## src/design/bts_pkg.sv

```systemverilog
package bts_pkg;

   // Pixel and configuration widths.
   localparam int PIX_W        = 8;
   localparam int WIDTH_REG_W  = 11;
   localparam int HEIGHT_REG_W = 13;
   localparam int CFG_W        = 13;
   localparam int ROW_W        = 13;
   localparam int CSR_IDX_W    = 1;

   // Register indexes on the configuration port.
   localparam logic [CSR_IDX_W-1:0] CSR_WIDTH  = 1'b0;
   localparam logic [CSR_IDX_W-1:0] CSR_HEIGHT = 1'b1;

   // Reset values of the frame size registers.
   localparam logic [WIDTH_REG_W-1:0]  WIDTH_RESET  = 11'd640;
   localparam logic [HEIGHT_REG_W-1:0] HEIGHT_RESET = 13'd480;

   // Operation codes of an input word.
   localparam logic OP_PIXEL = 1'b0;
   localparam logic OP_DRAIN = 1'b1;

   // Smallest frame dimension and the border that is forced to zero.
   localparam int MIN_DIM     = 5;
   localparam int EDGE_MARGIN = 2;

   // Templates, tried in order. The first N_SET_ONE force a one, the rest a zero.
   // Flag bits: 0 TL, 1 T, 2 TR, 3 L, 4 R, 5 BL, 6 B, 7 BR.
   localparam int N_TPL     = 13;
   localparam int N_SET_ONE = 5;
   localparam logic [7:0] TPL_CARE [N_TPL] = '{
      8'h5A, 8'hFA, 8'hDE, 8'h5F, 8'h7B,
      8'hFB, 8'hFE, 8'hDF, 8'h7F,
      8'h7F, 8'hFB, 8'hFE, 8'hDF
   };
   localparam logic [7:0] TPL_WANT [N_TPL] = '{
      8'h5A, 8'h9A, 8'h4E, 8'h59, 8'h72,
      8'h90, 8'h06, 8'h09, 8'h60,
      8'h10, 8'h02, 8'h08, 8'h40
   };

   typedef logic [PIX_W-1:0] pixel_type;

   // What the sequencer decided for one accepted word.
   typedef struct packed {
      logic pixel;      // word carries a pixel: update line stores and window
      logic result;     // word gives a result
      logic edge_zero;  // result is forced to zero
      logic frame_end;  // result is the last of the frame
   } bts_ctl_type;

endpackage

```

## src/design/bts_window.sv

```systemverilog
module bts_window (
   input  logic               clock,
   input  logic               reset,
   input  logic               shift,
   input  bts_pkg::pixel_type up_pixel,
   input  bts_pkg::pixel_type mid_pixel,
   input  bts_pkg::pixel_type new_pixel,
   output bts_pkg::pixel_type smooth_pixel
);
   import bts_pkg::*;

   // Two previous columns: 0..2 oldest (top, middle, bottom), 3..5 newer.
   pixel_type win_ff [6];
   pixel_type win_in [6];
   logic [7:0] flags;
   logic       found;

   // Neighbour flags, nonzero or zero.
   always_comb begin
      flags[0] = win_ff[0] != '0;
      flags[1] = win_ff[3] != '0;
      flags[2] = up_pixel  != '0;
      flags[3] = win_ff[1] != '0;
      flags[4] = mid_pixel != '0;
      flags[5] = win_ff[2] != '0;
      flags[6] = win_ff[5] != '0;
      flags[7] = new_pixel != '0;
   end

   // First matching template decides; with no match the centre byte is copied.
   always_comb begin
      found        = 1'b0;
      smooth_pixel = win_ff[4];
      for (int t = 0; t < N_TPL; t++) begin
         if (!found && ((flags & TPL_CARE[t]) == TPL_WANT[t])) begin
            found        = 1'b1;
            smooth_pixel = (t < N_SET_ONE) ? PIX_W'(1) : '0;
         end
      end
   end

   // Window shifts one column on every pixel word.
   always_comb begin
      win_in[0] = win_ff[3];
      win_in[1] = win_ff[4];
      win_in[2] = win_ff[5];
      win_in[3] = up_pixel;
      win_in[4] = mid_pixel;
      win_in[5] = new_pixel;
   end

   always_ff @(posedge clock) begin
      if (reset) begin
         for (int i = 0; i < 6; i++) begin
            win_ff[i] <= '0;
         end
      end else if (shift) begin
         for (int i = 0; i < 6; i++) begin
            win_ff[i] <= win_in[i];
         end
      end
   end

endmodule

```

## config.mk

```make
export PLATFORM = sky130hd
export DESIGN_NAME = bts_window
export DESIGN_NICKNAME = d
export VERILOG_FILES = /design/src/design/bts_pkg.sv /design/src/design/bts_window.sv
export SDC_FILE = /design/constraint.sdc
export NUM_CORES = 1
export LEC_CHECK = 0
export BUFFER_PORTS_ARGS = -buffer_cell sky130_fd_sc_hd__buf_2
export CAP_MARGIN = 10
export CORE_ASPECT_RATIO = 0.7
export CORE_MARGIN = 2
export CORE_UTILIZATION = 60
export DETAILED_ROUTE_END_ITERATION = 6
export PLACE_DENSITY = 0.81
export SLEW_MARGIN = 20
export SYNTH_ARGS = -nofsm -noshare
export SYNTH_HDL_FRONTEND = slang
export SYNTH_SLANG_ARGS = --single-unit
```

## constraint.sdc

```tcl
create_clock -name clock -period 5.8 [get_ports clock]
set_input_delay 0.87 -clock clock [delete_from_list [all_inputs] [get_ports clock]]
set_output_delay 0.87 -clock clock [all_outputs]
set_load 0.01 [all_outputs]
```

==> qor.txt <==
Status - complete, no violations
Top Registers - win_ff x48
Share of the synthesized area in the top cell type - 0.648
Final WS setup - 2.01 ns
Drt pass-1 iters - 4
Syn nets - 200
GRT Total Usage - 0.194
Clock latency on the worst-skew pair - 0.29 ns
Synth warnings - 0
Dpl hpwl - 2.79 mm
CTS tree - yes
GPL Wtd Cong - 0.831
Mapped cell area - 2220 µm²
Total Power - 0.000668 W
Final Setup Violations - 0
Max cap viols - 0
Total die area - 4220 µm²
CP top delay family - simple AND/OR/NAND/NOR gates
Global-route congestion overflow total - 0
Top reg by flops - win_ff
Fin Hold WS - 0.547 ns
Die Ht - 54.9 µm
Fill count - 271
Max H-tree Level - 2
CP Max Fanout - 7
Initial DRC Count - 73
Ports - 35
Crit end category - output pin
Initial Utilization - 0.629
DRC - 0
Max incr delay on CP - 0.55 ns
Clk root buf - clkbuf_8
Width of the chip - 76.8 µm
Achievable frequency - 264 MHz
First-pass GRT wire length - 5.93 mm
WS Path Type - in -> out
Worst Path Buf+Inv - 2
Nets - 235
Worst vdd ir - 0.000195 V
Max-slew violations - 0
Routed vias/inst - 5.54
Max FFs per register - 48
Final worst path period share - 0.654
Hold crit path type - reg -> reg
Post-CTS Setup Bufs - 0
Yosys reg bits - 48
Rel. slew slack - 0.526
Detail Route Antenna Nets - 0
IO Port Bufs - 34
Layout Skew - 0.00178 ns
RSZ-0062 raised after global routing - no
Hold Vio Cnt, Final - 0
Core Rows - 18
Core area - 3540 µm²
Worst slack, placed - 2.05 ns
Setup_tns - 0 ns
Avg Inst Size Synth - 12.9 µm²
Clock-pin slew on the worst setup and hold paths - 0.08 ns
CP max-delay cell - or4_4
Number of gates resized after CTS - 0
Slew @ Worst Pin - 0.710 ns
Antenna violations before repair - 0
Post-Synthesis Cells - 173
Worst EP arrival - 2.92 ns
Largest net degree at the start of global routing - 49
Cell variety after synth - 31
Leakage - 1.01 nW
Startpoint Class - input pin
Layout area overhead - 13.8%
Sequential cell area fraction in the yosys report - 0.648
Cell mode on critical path - buf_2
Hold_buf cts - 0
Total CTS buffers - 5
Detailed Route WL - 3.82 mm
# diodes - 0
Post-synth top area cell - edfxtp_1
Critical-path cell list - buf_2, or4_4, or2_0, and3_1, o21ai_1, nand3_2, nor3_1, buf_2
Synth top area cells - edfxtp_1 (65%), and2_1 (14%), nor4_1 (3.7%)
Clock sink total - 48
Vias in the first global route - 1300
Flop-to-flop setup slack - 4.98 ns
Fraction of layout cells with a size suffix above 1 - 0.230
Maximum root-to-sink buffer count - 2
Total number of vias - 1436
Fin crit period - 3.79 ns
CP Data Required Time - 4.93 ns
WL/cell - 14.8 µm
PwrDens - 264 nW/µm²
routing by layer:
layer / up-vias / wire [µm] / global-route usage
met4: 0 / 70 / 0.0939
li1: 709 / - / -
met2: 46 / 1860 / 0.323
met3: 9 / 168 / 0.0536
met1: 672 / 1730 / 0.245
met5: - / 0 / 0
logic make-up after synthesis:
kind of cell | count (synthesis) | share of synthesized area
and+or+nand+nor | 98 | 0.274
DFF | 48 | 0.648
buffers and inverters | 14 | 0.0270
AOI/OAI and AO/OA | 13 | 0.0512
final timing paths:
| path | startpoint | to | cells past startpoint |
|---|---|---|---|
| worst max-delay path | mid_pixel[5] | smooth_pixel[7] | 8 |
| worst min-delay path | win_ff[3][0] | win_ff[0][0] | 1 |
| worst max register to register | win_ff[4][0] | win_ff[1][0] | 1 |
| worst min register to register | win_ff[3][0] | win_ff[0][0] | 1 |
per-stage QoR:
stage                     instances  cell area [µm²]   util
after floorplan                 173             2220      -
after global placement          250             2430  0.686
after detailed placement        250             2430  0.688
after CTS                       258             2510  0.710
after global routing            259             2530  0.716
final                           259             2530  0.716
layout by cell type, fill, tap and decap left out, drive strengths merged:
cell type   n
a211oi      2
nor4       14
a41o        1
inv         7
o21ai       1
nand3       1
nand2       6
clkbuf      7
o2bb2ai     1
and2       49
a31oi       1
or4         8
nor2        4
buf        35
or2         4
nor3b       1
o211ai      2
o21bai      1
and3b       1
nor3        8
a32oi       2
a22o        1
and3        1
nor2b       1
edfxtp     48
clkinv      1
o22ai       1
report_power, final:
part / internal, W / switching (W)
clock network: 0.0000840 / 0.0000988
logic: 0.0000281 / 0.0000383
registers: 0.000409 / 0.00000987
total: 0.000521 / 0.000147
Yosys cell counts, drive strengths merged:
library cell	n
nor3	8
and2	49
clkbuf	6
nor3b	1
and3b	1
a41o	1
nor2	4
or4	8
o22ai	1
o21bai	1
or2	4
buf	1
nor4	14
o2bb2ai	1
nand2	6
inv	7
a22o	1
edfxtp	48
o211ai	2
a211oi	2
nor2b	1
o21ai	1
a32oi	2
a31oi	1
nand3	1
and3	1
final cells by class:
cell class / count / area, µm² / area share
Clock buffer: 7 / 76.3 / 0.0302
Clock inverter: 1 / 3.75 / 0.00148
Inverter: 7 / 26.3 / 0.0104
Multi-Input combinational cell: 111 / 731 / 0.289
Sequential cell: 48 / 1440 / 0.569
Tap cell: 50 / 62.6 / 0.0247
Timing Repair Buffer: 35 / 190 / 0.0751
No activity file was read; power rests on OpenSTA's default activity.
