**src/design/bts_pkg.sv**
```systemverilog
package bts_pkg;

   // Pixel and configuration widths.
   localparam int PIX_W        = 8;
   localparam int WIDTH_REG_W  = 11;
   localparam int HEIGHT_REG_W = 13;
   localparam int CFG_W        = 13;
   localparam int ROW_W        = 13;
   localparam int CSR_IDX_W    = 1;

   // Register indexes on the configuration port.
   localparam logic [CSR_IDX_W-1:0] CSR_WIDTH  = 1'b0;
   localparam logic [CSR_IDX_W-1:0] CSR_HEIGHT = 1'b1;

   // Reset values of the frame size registers.
   localparam logic [WIDTH_REG_W-1:0]  WIDTH_RESET  = 11'd640;
   localparam logic [HEIGHT_REG_W-1:0] HEIGHT_RESET = 13'd480;

   // Operation codes of an input word.
   localparam logic OP_PIXEL = 1'b0;
   localparam logic OP_DRAIN = 1'b1;

   // Smallest frame dimension and the border that is forced to zero.
   localparam int MIN_DIM     = 5;
   localparam int EDGE_MARGIN = 2;

   // Templates, tried in order. The first N_SET_ONE force a one, the rest a zero.
   // Flag bits: 0 TL, 1 T, 2 TR, 3 L, 4 R, 5 BL, 6 B, 7 BR.
   localparam int N_TPL     = 13;
   localparam int N_SET_ONE = 5;
   localparam logic [7:0] TPL_CARE [N_TPL] = '{
      8'h5A, 8'hFA, 8'hDE, 8'h5F, 8'h7B,
      8'hFB, 8'hFE, 8'hDF, 8'h7F,
      8'h7F, 8'hFB, 8'hFE, 8'hDF
   };
   localparam logic [7:0] TPL_WANT [N_TPL] = '{
      8'h5A, 8'h9A, 8'h4E, 8'h59, 8'h72,
      8'h90, 8'h06, 8'h09, 8'h60,
      8'h10, 8'h02, 8'h08, 8'h40
   };

   typedef logic [PIX_W-1:0] pixel_type;

   // What the sequencer decided for one accepted word.
   typedef struct packed {
      logic pixel;      // word carries a pixel: update line stores and window
      logic result;     // word gives a result
      logic edge_zero;  // result is forced to zero
      logic frame_end;  // result is the last of the frame
   } bts_ctl_type;

endpackage

```
**src/design/bts_ctrl.sv**
```systemverilog
module bts_ctrl #(
   parameter int MAX_WIDTH = 1024
) (
   input  logic                                clock,
   input  logic                                reset,
   input  logic                                csr_valid,
   input  logic [bts_pkg::CSR_IDX_W-1:0]       csr_index,
   input  logic [bts_pkg::CFG_W-1:0]           csr_wdata,
   input  logic                                req_fire,
   input  logic                                req_op,
   output bts_pkg::bts_ctl_type                ctl,
   output logic [$clog2(MAX_WIDTH)-1:0]        col_addr
);
   import bts_pkg::*;

   localparam int COL_W  = $clog2(MAX_WIDTH);
   localparam int WID_W  = $clog2(MAX_WIDTH + 1);
   localparam int PEND_W = $clog2(MAX_WIDTH + 2);
   localparam int CMP_W  = ((WID_W > WIDTH_REG_W) ? WID_W : WIDTH_REG_W) + 1;
   localparam int EW     = WID_W + 1;
   localparam int RW     = ROW_W + 1;

   logic [WIDTH_REG_W-1:0]  width_ff, width_in;
   logic [HEIGHT_REG_W-1:0] height_ff, height_in;
   logic [ROW_W-1:0]        in_row_ff, in_row_in;
   logic [COL_W-1:0]        in_col_ff, in_col_in;
   logic [ROW_W-1:0]        out_row_ff, out_row_in;
   logic [COL_W-1:0]        out_col_ff, out_col_in;
   logic [PEND_W-1:0]       pend_ff, pend_in;

   logic [CMP_W-1:0]        width_ext;
   logic [WID_W-1:0]        w_eff;
   logic [ROW_W-1:0]        h_eff;
   logic [WID_W-1:0]        in_col_nx;
   logic [WID_W-1:0]        out_col_nx;
   logic                    input_done;
   logic                    at_edge;
   logic                    pend_full;
   logic                    pend_last;

   // Effective frame size: width saturated into the line store range, height at least MIN_DIM.
   always_comb begin
      width_ext = CMP_W'(width_ff);
      if (width_ext < CMP_W'(MIN_DIM)) begin
         w_eff = WID_W'(MIN_DIM);
      end else if (width_ext > CMP_W'(MAX_WIDTH)) begin
         w_eff = WID_W'(MAX_WIDTH);
      end else begin
         w_eff = WID_W'(width_ext);
      end
      if (height_ff < ROW_W'(MIN_DIM)) begin
         h_eff = ROW_W'(MIN_DIM);
      end else begin
         h_eff = height_ff;
      end
   end

   // Status derived from the counters.
   assign input_done = in_row_ff >= h_eff;
   assign in_col_nx  = WID_W'(in_col_ff) + WID_W'(1);
   assign out_col_nx = WID_W'(out_col_ff) + WID_W'(1);
   assign pend_full  = pend_ff >= (PEND_W'(w_eff) + PEND_W'(1));
   assign pend_last  = pend_ff == PEND_W'(1);
   assign at_edge    = (out_row_ff < ROW_W'(EDGE_MARGIN))
                    || ((RW'(out_row_ff) + RW'(EDGE_MARGIN)) >= RW'(h_eff))
                    || (out_col_ff < COL_W'(EDGE_MARGIN))
                    || ((EW'(out_col_ff) + EW'(EDGE_MARGIN)) >= EW'(w_eff));

   assign col_addr = in_col_ff;

   // Decision for the word on the input channel, and the counter updates it causes.
   always_comb begin
      ctl        = '0;
      width_in   = width_ff;
      height_in  = height_ff;
      in_row_in  = in_row_ff;
      in_col_in  = in_col_ff;
      out_row_in = out_row_ff;
      out_col_in = out_col_ff;
      pend_in    = pend_ff;

      if (csr_valid) begin
         case (csr_index)
            CSR_WIDTH: begin
               width_in = csr_wdata[WIDTH_REG_W-1:0];
            end
            CSR_HEIGHT: begin
               height_in = csr_wdata[HEIGHT_REG_W-1:0];
            end
            default: begin
            end
         endcase
      end

      if (req_fire) begin
         if (req_op == OP_DRAIN) begin
            // A drain tick only counts once the whole frame is in and something is owed.
            if (input_done && (pend_ff != '0)) begin
               ctl.result    = 1'b1;
               ctl.edge_zero = 1'b1;
               ctl.frame_end = pend_last;
               pend_in       = pend_ff - PEND_W'(1);
               if (out_col_nx >= w_eff) begin
                  out_col_in = '0;
                  out_row_in = out_row_ff + ROW_W'(1);
               end else begin
                  out_col_in = COL_W'(out_col_nx);
               end
               if (pend_last) begin
                  in_row_in  = '0;
                  in_col_in  = '0;
                  out_row_in = '0;
                  out_col_in = '0;
               end
            end
         end else if (!input_done) begin
            ctl.pixel = 1'b1;
            if (pend_full) begin
               ctl.result    = 1'b1;
               ctl.edge_zero = at_edge;
               if (out_col_nx >= w_eff) begin
                  out_col_in = '0;
                  out_row_in = out_row_ff + ROW_W'(1);
               end else begin
                  out_col_in = COL_W'(out_col_nx);
               end
            end else begin
               pend_in = pend_ff + PEND_W'(1);
            end
            if (in_col_nx >= w_eff) begin
               in_col_in = '0;
               in_row_in = in_row_ff + ROW_W'(1);
            end else begin
               in_col_in = COL_W'(in_col_nx);
            end
         end
      end
   end

   always_ff @(posedge clock) begin
      if (reset) begin
         width_ff   <= WIDTH_RESET;
         height_ff  <= HEIGHT_RESET;
         in_row_ff  <= '0;
         in_col_ff  <= '0;
         out_row_ff <= '0;
         out_col_ff <= '0;
         pend_ff    <= '0;
      end else begin
         width_ff   <= width_in;
         height_ff  <= height_in;
         in_row_ff  <= in_row_in;
         in_col_ff  <= in_col_in;
         out_row_ff <= out_row_in;
         out_col_ff <= out_col_in;
         pend_ff    <= pend_in;
      end
   end

endmodule

```
**config.mk**
```make
export PLATFORM = sky130hd
export DESIGN_NAME = bts_ctrl
export DESIGN_NICKNAME = d
export VERILOG_FILES = /design/src/design/bts_pkg.sv /design/src/design/bts_ctrl.sv
export SDC_FILE = /design/constraint.sdc
export NUM_CORES = 1
export LEC_CHECK = 0
export CORE_MARGIN = 4
export CORE_UTILIZATION = 59
export CTS_BUF_LIST = sky130_fd_sc_hd__clkbuf_8
export CTS_CLUSTER_DIAMETER = 80
export DETAILED_ROUTE_END_ITERATION = 10
export DONT_BUFFER_PORTS = 1
export GPL_TIMING_DRIVEN = 0
export PLACE_DENSITY = 0.72
export SLEW_MARGIN = 5
export SYNTH_ARGS = -nofsm -noshare
export SYNTH_HDL_FRONTEND = slang
export SYNTH_SLANG_ARGS = --single-unit
export TNS_END_PERCENT = 5
```
**constraint.sdc**
```tcl
create_clock -name clock -period 4.7 [get_ports clock]
set_input_delay 0.705 -clock clock [delete_from_list [all_inputs] [get_ports clock]]
set_output_delay 0.705 -clock clock [all_outputs]
set_load 0.02 [all_outputs]
```
==> run_results.csv, run 1 <==
group,metric,value,unit
run_status,status,"complete, no violations",
power_and_ir_drop,total_power,1.59,mW
logic_synthesis,yosys_warnings,0,
cts,clock_sinks,81,
power_and_ir_drop,p_sw_share,29.1,%
logic_synthesis,syn_area_per_cell,7.92,um2
logic_synthesis,synth.net_count,861,
final_layout,fin_nets,886,
timing,min_period,4680,ps
placement,place_congestion,0.894,
critical_path,cp.required,3990,ps
logic_synthesis,async_reset_ff_share,0,%
logic_synthesis,synth_flop_cell,"dfxtp_1",
grt,gr-total-overflow,0,
die,die_h,109,um
timing,layout_setup_ws,21.5,ps
cts,clock_latency,360,ps
logic_synthesis,synth.cell_area,6040,um2
detailed_routing,via_count,5715,
detailed_routing,wl_per_cell,17.6,um
final_layout,syn_to_final_growth,10.7,%
grt,grt_antenna_before_repair,0,
run,drv_cap,0,
detailed_routing,drt-total-wl,16200,um
timing,rsz0062_at_grt,"yes",
final_layout,num_antenna_cells,0,
placement,dp_hpwl,12300,um
timing,worstMarginPinSlew,616,ps
cts,path_clk_slew,90,ps
die,io_pins,33,
power_and_ir_drop,irDropWorstVdd,0.170,mV
power_and_ir_drop,powerDensity,239,nW/um2
critical_path,cp.arrival,3970,ps
final_layout,drive_gt1_share,9.47,%
timing,hold_violations,0,
timing,relSlewSlack,58.9,%
critical_path,cp-start-kind,"flop",
final_layout,final_area,6680,um2
placement,place_ws,-705,ps
logic_synthesis,seq_area_frac_synth,26.9,%
timing,finalSetupTns,0,ps
detailed_routing,drt_iter0_drc,374,
detailed_routing,route.detailed.drc,0,
placement,place_area,6200,um2
critical_path,worstSetupPathType,"flop to output pin",
critical_path,worstPathMaxFanout,5,
detailed_routing,postRouteAntennaNets,0,
die,die_area,11900,um2
detailed_routing,firstDrtPassIters,6,
final_layout,ff_latch_area,1630,um2
power_and_ir_drop,power.internal,1.13,mW
cts,h-tree-depth,3,
final_layout,final_util,67.7,%
placement,port_buffers,0,
die,die_w,109,um
timing,slew_viol_final,0,
cts,cts_tree,"built",
cts,clockBufferDepth,2,
power_and_ir_drop,p_leak,2.81,nW
logic_synthesis,synth-seq-cells,81,
timing,skew,9.62,ps
die,start_util,61.2,%
logic_synthesis,synth_cell_type_count,64,
critical_path,end_kind,"output pin",
final_layout,nFillCells,844,
power_and_ir_drop,switchingPower,0.464,mW
cts,cts_hold_buf,0,
grt,grt_pass1_wl,26600,um
cts,clock-root-buffer,"clkbuf_8",
timing,period_share,99.5,%
power_and_ir_drop,combPwrFrac,16.5,%
die,fp-row-count,36,
detailed_routing,viasPerCell,6.18,
timing,fmaxAchievable,0.214,GHz
grt,grt_max_degree,15,
logic_synthesis,syn_inst,762,
timing,setup_viol_count_final,0,
cts,cts_made_buffers,9,
grt,grt_pass1_vias,5492,
logic_synthesis,synth_edf_count,0,
power_and_ir_drop,seq_power_share,46.3,%
die,core-area,9860,um2
grt,grtUsageTotal,28.2,%
power_and_ir_drop,clkPwrFrac,37.2,%
final_layout,multiInputGateArea,4300,um2
worst_hold_path,hold_path_class,"flop to flop",
## worst max-delay path, stage by stage (launching register included)
cell and delay, ps:
dfxtp_4 370, nor4_4 280, nand2_2 130, or3_4 370
o21ai_4 230, nand2_4 70, xor2_1 160, ha_1 340
buf_6 110, o21a_1 120, nor2_1 40, a311o_1 330
o21ai_2 160, nor3b_4 260, nor2_2 80, inv_2 90
buf_8 140, o31a_1 310
## synth_stat cells, drive strengths merged (6+ instances only)
| cell | count | area, um2 |
|---|---|---|
| nand2 | 106 | 398 |
| dfxtp | 81 | 1620 |
| ha | 80 | 1000 |
| a21oi | 77 | 385 |
| nor2 | 45 | 195 |
| nand3 | 41 | 210 |
| o21ai | 36 | 188 |
| inv | 33 | 124 |
| xor2 | 24 | 210 |
| xnor2 | 21 | 184 |
| clkbuf | 19 | 71.3 |
| nand4 | 16 | 100 |
| or3 | 16 | 100 |
| nor3 | 14 | 75.1 |
| nand2b | 13 | 81.3 |
| and3 | 12 | 75.1 |
| o21a | 10 | 75.1 |
| nor2b | 9 | 56.3 |
| a21o | 8 | 60.1 |
| a31oi | 8 | 50.1 |
| nor4 | 8 | 56.3 |
| or4 | 8 | 60.1 |
| a22o | 7 | 70.1 |
| buf | 6 | 36.3 |
| nand3b | 6 | 45.0 |
| o31ai | 6 | 45.0 |
## per-stage QoR
| stage | cells | hold slack, ps |
|---|---|---|
| detailed placement | 895 | 446 |
| CTS | 917 | 452 |
| global route | 925 | 455 |
| floorplan | 762 | 432 |
| finish | 925 | 453 |
| global placement | 895 | 449 |
## per-layer routing
metal / vias up / part of all wire (%) / global-route usage, %
li1: 2799 / - / -
met1: 2679 / 45 / 37.2
met2: 199 / 46 / 46.5
met3: 38 / 6.7 / 4.62
met4: 0 / 2.5 / 10.1
met5: - / 0 / 0
## power by group through the flow
| stage | logic, mW | clock network [mW] | registers, mW |
|---|---|---|---|
| floorplan | 0.183 | 0 | 0.741 |
| global placement | 0.227 | 0 | 0.749 |
| detailed placement | 0.237 | 0 | 0.750 |
| CTS | 0.248 | 0.600 | 0.736 |
| global route | 0.293 | 0.632 | 0.742 |
| finish | 0.262 | 0.594 | 0.739 |
## path summary, 6_finish.rpt
check / startpoint / to / slack [ps] / cells past startpoint
setup / recovery: width_ff[7] / ctl[1] / 20 / 17
hold / removal: height_ff[0] / height_ff[0] / 450 / 2
setup reg to reg: width_ff[7] / in_row_ff[6] / 640 / 15
hold reg to reg: height_ff[0] / height_ff[0] / 450 / 2
## kinds of logic (layout without fill, tap and decap cells)
logic type                 count (synthesis)  after routing  synth area share, %
AOI/OAI and AO/OA                        181            181                 18.6
buffers and inverters                     58             88                 3.83
and+or+nand+nor                          313            313                 26.9
DFF                                       81             81                 26.9
muxes                                      3              3                0.539
adders and majority gates                 81             81                 16.7
xor gates and xnor gates                  45             45                 6.53
## cells in the final DEF (no fill, tap or decap), types with 4 or more instances in the layout
cell type,netlist,routed
a211oi_1,5,4
a21o_1,8,8
a21oi_1,77,76
a22o_1,6,6
a31oi_1,8,8
and2_1,4,4
and3_1,12,12
buf_2,5,5
buf_4,0,12
clkbuf_1,19,18
clkbuf_8,0,10
dfxtp_1,81,78
ha_1,80,79
inv_1,33,32
nand2_1,106,104
nand2b_1,13,13
nand3_1,40,39
nand3b_1,6,6
nand4_1,16,16
nor2_1,42,39
nor2b_1,9,9
nor3_1,13,11
nor4_1,7,6
o2111ai_1,4,4
o211ai_1,5,5
o21a_1,10,10
o21ai_0,34,30
o31ai_1,6,6
or3_1,16,15
or4_1,8,8
xnor2_1,21,21
xor2_1,24,24
## final cells by class
class / count / share of cell area, %
clock buffers: 10 / 2.06
clock inverters: 6 / 1.37
plain buffers: 24 / 1.70
multi-input cells: 623 / 64.4
flip-flops and latches: 81 / 24.4
repair buffers: 15 / 1.76
well taps: 133 / 2.49
inverters: 33 / 1.85
## sequential cells by signal, indices dropped and copies added (netlist names)
name and flops:
pend_ff 11, height_ff 13, width_ff 11, out_row_ff 13
out_col_ff 10, col_addr 10, in_row_ff 13
## repair_timing
item | in CTS | in global routing
endpoints found under the setup margin | 6 | 2
hold endpoints to repair | 0 | 0
buffers inserted | 6 | 9
gates resized for setup | 19 | 21
pin swaps | 8 | 14
cloned | 1 | 0
Note: power is estimated with default switching activity, not from simulation.
==> inputs of run 2 (changes only) <==
CORE_UTILIZATION = 35   (was 59)
PLACE_DENSITY = 0.46   (was 0.72)
==> run_results.csv, run 2 (same netlist as run 1, synthesis figures left out) <==
group,metric,value,unit
run_status,status,"complete, no violations",
final_layout,fin_nets,886,
cts,clockBufferDepth,2,
critical_path,r2r-start,"width_ff[7]",
cts,cts_made_buffers,9,
die,die_w,139,um
timing,skew,7.34,ps
timing,worstMarginPinSlew,691,ps
final_layout,nFillCells,1752,
final_layout,drive_gt1_share,10.2,%
grt,grt_pass1_wl,28500,um
die,fp-row-count,47,
critical_path,timing.rr.end,"pend_ff[2]",
detailed_routing,postRouteAntennaNets,0,
final_layout,multiInputGateArea,4330,um2
detailed_routing,via_count,5572,
critical_path,cpPeakStageDelay,380,ps
power_and_ir_drop,p_sw_share,32.0,%
cts,h-tree-depth,3,
cts,path_clk_slew,90,ps
timing,hold-worst-slack,444,ps
critical_path,cp.required,3990,ps
timing,fmaxAchievable,0.213,GHz
detailed_routing,wl_per_cell,17.2,um
die,start_util,36.0,%
critical_path,cp-start-kind,"flop",
power_and_ir_drop,combPwrFrac,17.9,%
power_and_ir_drop,irDropWorstVdd,0.152,mV
placement,port_buffers,0,
grt,grt_max_degree,15,
detailed_routing,drt_iter0_drc,334,
timing,period_share,99.7,%
critical_path,cpMostUsedCell,"nand2_2",
run,drv_cap,0,
power_and_ir_drop,seq_power_share,48.9,%
die,io_pins,33,
critical_path,cp_top_family,"simple AND/OR/NAND/NOR gates",
power_and_ir_drop,powerDensity,222,nW/um2
critical_path,path_buf_inv,2,
critical_path,worstPathMaxFanout,5,
detailed_routing,firstDrtPassIters,4,
grt,grt_pass1_vias,5485,
timing,layout_setup_ws,13.5,ps
critical_path,crit_start,"width_ff[7]",
critical_path,path_cells,"nor4_4, nand2_2, or3_1, o21ai_4, nand2_2, xor2_2, ha_4, a211oi_2, nor2b_2, a311o_1, o21ai_2, nor3b_4, nor2_2, inv_2, buf_12, o31a_1",
detailed_routing,viasPerCell,5.51,
final_layout,final_util,40.6,%
critical_path,worstSetupPathType,"flop to output pin",
timing,min_period,4690,ps
worst_hold_path,hold_path.startpoint,"csr_wdata[8]",
worst_hold_path,hold_path_class,"input pin to flop",
grt,grtUsageTotal,18.1,%
placement,place_ws,-965,ps
critical_path,cp_slowest_cell,"or3_1",
timing,setup_viol_count_final,0,
grt,gr-total-overflow,0,
cts,clock_latency,380,ps
final_layout,final_common_cell,"nand2_1",
timing,hold_violations,0,
grt,grt_antenna_before_repair,0,
cts,clock-root-buffer,"clkbuf_8",
critical_path,reg2reg_depth,18,
die,die_area,19400,um2
power_and_ir_drop,p_leak,2.80,nW
die,die_h,139,um
placement,place_congestion,0.829,
power_and_ir_drop,clkPwrFrac,33.2,%
detailed_routing,drt-total-wl,17400,um
final_layout,top_regs,"height_ff: 13 flops, in_row_ff: 13 flops, out_row_ff: 13 flops",
detailed_routing,route.detailed.drc,0,
power_and_ir_drop,power.internal,1.03,mW
critical_path,end_kind,"output pin",
critical_path,rrSetupSlack,660,ps
critical_path,cp.arrival,3980,ps
final_layout,num_antenna_cells,0,
final_layout,final_cell_mix,"104 x nand2_1, 78 x ha_1, 77 x dfxtp_1, 76 x a21oi_1",
timing,slew_viol_final,0,
cts,cts_hold_buf,0,
placement,dp_hpwl,13600,um
cts,cts_tree,"built",
power_and_ir_drop,switchingPower,0.484,mW
final_layout,ff_latch_area,1630,um2
timing,rsz0062_at_grt,"yes",
cts,clock_sinks,81,
die,core-area,16800,um2
timing,relSlewSlack,54.0,%
final_layout,syn_to_final_growth,12.7,%
critical_path,cp-endpoint,"ctl[1]",
critical_path,cp.depth,16,
[run 2: cell types whose count changed in the layout (fill, tap and decap cells not counted), sizes merged]
cell,change
bufinv,-2
clkinv,+2
buf,-1
bufbuf,+1
[run 2: worst min path at each step]
stage                    to  cells after the start  slack (ps)
2_1_floorplan  height_ff[0]                      2         430
3_3_place_gp   height_ff[0]                      2         460
3_5_place_dp   height_ff[0]                      2         470
4_1_cts         width_ff[8]                      2         420
5_1_grt         width_ff[8]                      2         430
6_report        width_ff[8]                      2         440
[run 2: through the flow]
stage | TNS [ps] | instance area [um2] | total power, mW | instances
after floorplan | 0 | 6040 | 0.925 | 762
final | 0 | 6800 | 1.51 | 1012
after global routing | -158 | 6800 | 1.60 | 1012
after detailed placement | -4040 | 6310 | 0.994 | 982
after CTS | 0 | 6690 | 1.53 | 1009
after global placement | -2470 | 6310 | 0.987 | 982
[run 2: routing by layer]
| metal | vias to the layer above | GRT usage, % | share of wire (%) |
|---|---|---|---|
| met5 | - | 0 | 0 |
| met2 | 101 | 29.6 | 46 |
| met4 | 0 | 4.89 | 1.7 |
| met1 | 2644 | 23.7 | 47 |
| met3 | 18 | 4.56 | 4.9 |
| li1 | 2809 | - | - |
[run 2: layout make-up]
| class | count | area share (%) |
|---|---|---|
| Buffer | 24 | 1.75 |
| Clock buffer | 10 | 2.02 |
| Clock inverter | 6 | 0.625 |
| Inverter | 33 | 1.82 |
| Multi-Input combinational cell | 623 | 63.7 |
| Sequential cell | 81 | 23.9 |
| Tap cell | 220 | 4.05 |
| Timing Repair Buffer | 15 | 2.13 |
[run 2: timing repair]
action                                  4_1_cts  5_1_grt
cloned                                        1        0
endpoints found under the setup margin       23        2
buffers inserted                             11        3
pin swaps                                    13       17
resized for setup                            28       17
[run 2: power by group through the flow]
stage          registers (mW)  clock network, mW  logic (mW)
4_1_cts                 0.736              0.528       0.262
5_1_grt                 0.743              0.550       0.309
2_1_floorplan           0.741                  0       0.183
6_report                0.739              0.502       0.271
3_5_place_dp            0.751                  0       0.243
3_3_place_gp            0.750                  0       0.237
==> inputs of run 3 (changes only) <==
CORE_MARGIN = not set   (was 4)
==> run_results.csv, run 3 (same netlist as run 1, synthesis figures left out) <==
group,metric,value,unit
run_status,status,"complete, but fails checks",
run_status,violations,"setup timing",
cts,h-tree-depth,3,
cts,clock-root-buffer,"clkbuf_8",
critical_path,end_kind,"output pin",
detailed_routing,postRouteAntennaNets,0,
die,fp-row-count,47,
critical_path,worstPathMaxFanout,5,
critical_path,cp.arrival,4050,ps
cts,clock_sinks,81,
cts,clockBufferDepth,2,
die,start_util,36.1,%
detailed_routing,met1Wirelength,8300,um
placement,dp_hpwl,13600,um
critical_path,path_cells,"nor4_4, nand2_2, a21oi_2, nor2_2, nor2_4, ha_4, nand3_4, nor3_4, nand4_1, nor2_1, nor2_1, ha_1, nand4_1, buf_4, o21ai_4, nor3b_4, nor2_2, inv_2, buf_8, o31a_1",
power_and_ir_drop,irDropWorstVdd,0.180,mV
final_layout,nFillCells,1783,
timing,layout_setup_ws,-54.8,ps
die,core-area,16700,um2
critical_path,worstSetupPathType,"flop to output pin",
grt,grt_pass1_vias,5253,
critical_path,cpPeakStageDelay,370,ps
detailed_routing,maxUsedRoutingLayer,"met4",
grt,gr-total-overflow,0,
critical_path,timing.rr.end,"in_row_ff[4]",
timing,min_period,4750,ps
detailed_routing,dr_wl_met2,7970,um
cts,path_clk_slew,100,ps
die,die_area,17800,um2
cts,cts_tree,"built",
detailed_routing,drt_iter0_drc,366,
power_and_ir_drop,p_leak,2.81,nW
detailed_routing,wl_per_cell,17.3,um
critical_path,rrSetupSlack,450,ps
timing,setup_viol_count_final,1,
placement,place_congestion,0.841,
die,die_w,133,um
final_layout,final_cell_mix,"103 x nand2_1, 78 x ha_1, 76 x a21oi_1, 76 x dfxtp_1",
final_layout,fin_nets,887,
final_layout,syn_to_final_growth,13.0,%
detailed_routing,firstDrtPassIters,6,
critical_path,cp.required,3990,ps
timing,period_share,101,%
critical_path,path_buf_inv,3,
detailed_routing,route.detailed.drc,0,
grt,grt_pass1_wl,28100,um
die,die_h,133,um
timing,rsz0062_at_grt,"yes",
critical_path,r2r-start,"width_ff[6]",
power_and_ir_drop,powerDensity,224,nW/um2
run,drv_cap,0,
timing,relSlewSlack,50.3,%
critical_path,reg2reg_depth,16,
timing,skew,14.2,ps
worst_hold_path,hold_path_class,"input pin to flop",
critical_path,cp-endpoint,"ctl[1]",
timing,hold_violations,0,
detailed_routing,drt-total-wl,17500,um
timing,finalSetupTns,-54.8,ps
critical_path,cp.depth,20,
cts,cts_made_buffers,9,
grt,grt_antenna_before_repair,0,
grt,grt_max_degree,17,
detailed_routing,met3_length,808,um
cts,clock_latency,390,ps
placement,port_buffers,0,
timing,worstMarginPinSlew,746,ps
critical_path,cp_top_family,"simple AND/OR/NAND/NOR gates",
timing,slew_viol_final,0,
power_and_ir_drop,total_power,1.53,mW
final_layout,num_antenna_cells,0,
timing,fmaxAchievable,0.210,GHz
final_layout,drive_gt1_share,10.6,%
final_layout,top_regs,"height_ff: 13 flops, in_row_ff: 13 flops, out_row_ff: 13 flops",
final_layout,final_common_cell,"nand2_1",
grt,grtUsageTotal,20.3,%
critical_path,cp-start-kind,"flop",
final_layout,multiInputGateArea,4350,um2
placement,place_ws,-966,ps
detailed_routing,via_count,5588,
critical_path,crit_start,"width_ff[6]",
detailed_routing,viasPerCell,5.52,
critical_path,cp_slowest_cell,"dfxtp_4",
die,io_pins,33,
final_layout,ff_latch_area,1630,um2
==> run 3: cell types whose count changed in the layout (fill, tap and decap cells not counted), sizes merged <==
cell and delta:
clkinv -1, inv +2, clkbuf -1, buf +1
==> run 3: area by class of cell <==
class	instances	share of cell area, %
plain buffers	24	1.67
clock buffers	9	1.82
clock inverters	7	0.862
inverters	33	1.82
multi-input cells	623	63.7
flip-flops and latches	81	23.9
well taps	220	4.03
repair buffers	16	2.13
==> run 3: worst min-delay path by stage <==
stage                 start      endpoint  slack [ps]  depth (start not counted)
6_report       csr_wdata[8]   width_ff[8]         430                          2
3_5_place_dp   height_ff[0]  height_ff[0]         460                          2
3_3_place_gp   height_ff[0]  height_ff[0]         450                          2
2_1_floorplan  height_ff[0]  height_ff[0]         430                          2
5_1_grt        csr_wdata[6]   width_ff[6]         400                          2
4_1_cts        csr_wdata[8]   width_ff[8]         420                          2
==> run 3: repair_timing <==
action | CTS | global route
endpoints found under the setup margin | 27 | 2
setup buffers | 9 | 6
resized for setup | 29 | 17
gates cloned | 1 | 0
pin swaps | 12 | 20
hold buffers | 0 | 0
==> run 3: layer usage <==
layer / vias up / track usage [%]
met5: - / 0
met3: 23 / 5.14
li1: 2810 / -
met2: 120 / 32.5
met4: 0 / 6.88
met1: 2635 / 26.6
==> run 3: through the flow <==
step                area [um2]  utilization [%]  hold WS, ps  std cells
global route              6820             40.9          398       1013
global placement          6310             37.8          455        982
floorplan                 6040                -          432        762
detailed placement        6310             37.8          464        982
finish                    6820             40.9          427       1013
CTS                       6700             40.1          415       1007
==> run 3: report_power, final <==
part           switching, mW  internal (mW)
Sequential            0.0335          0.705
Clock                  0.316          0.202
Combinational          0.158          0.115
Total                  0.507           1.02
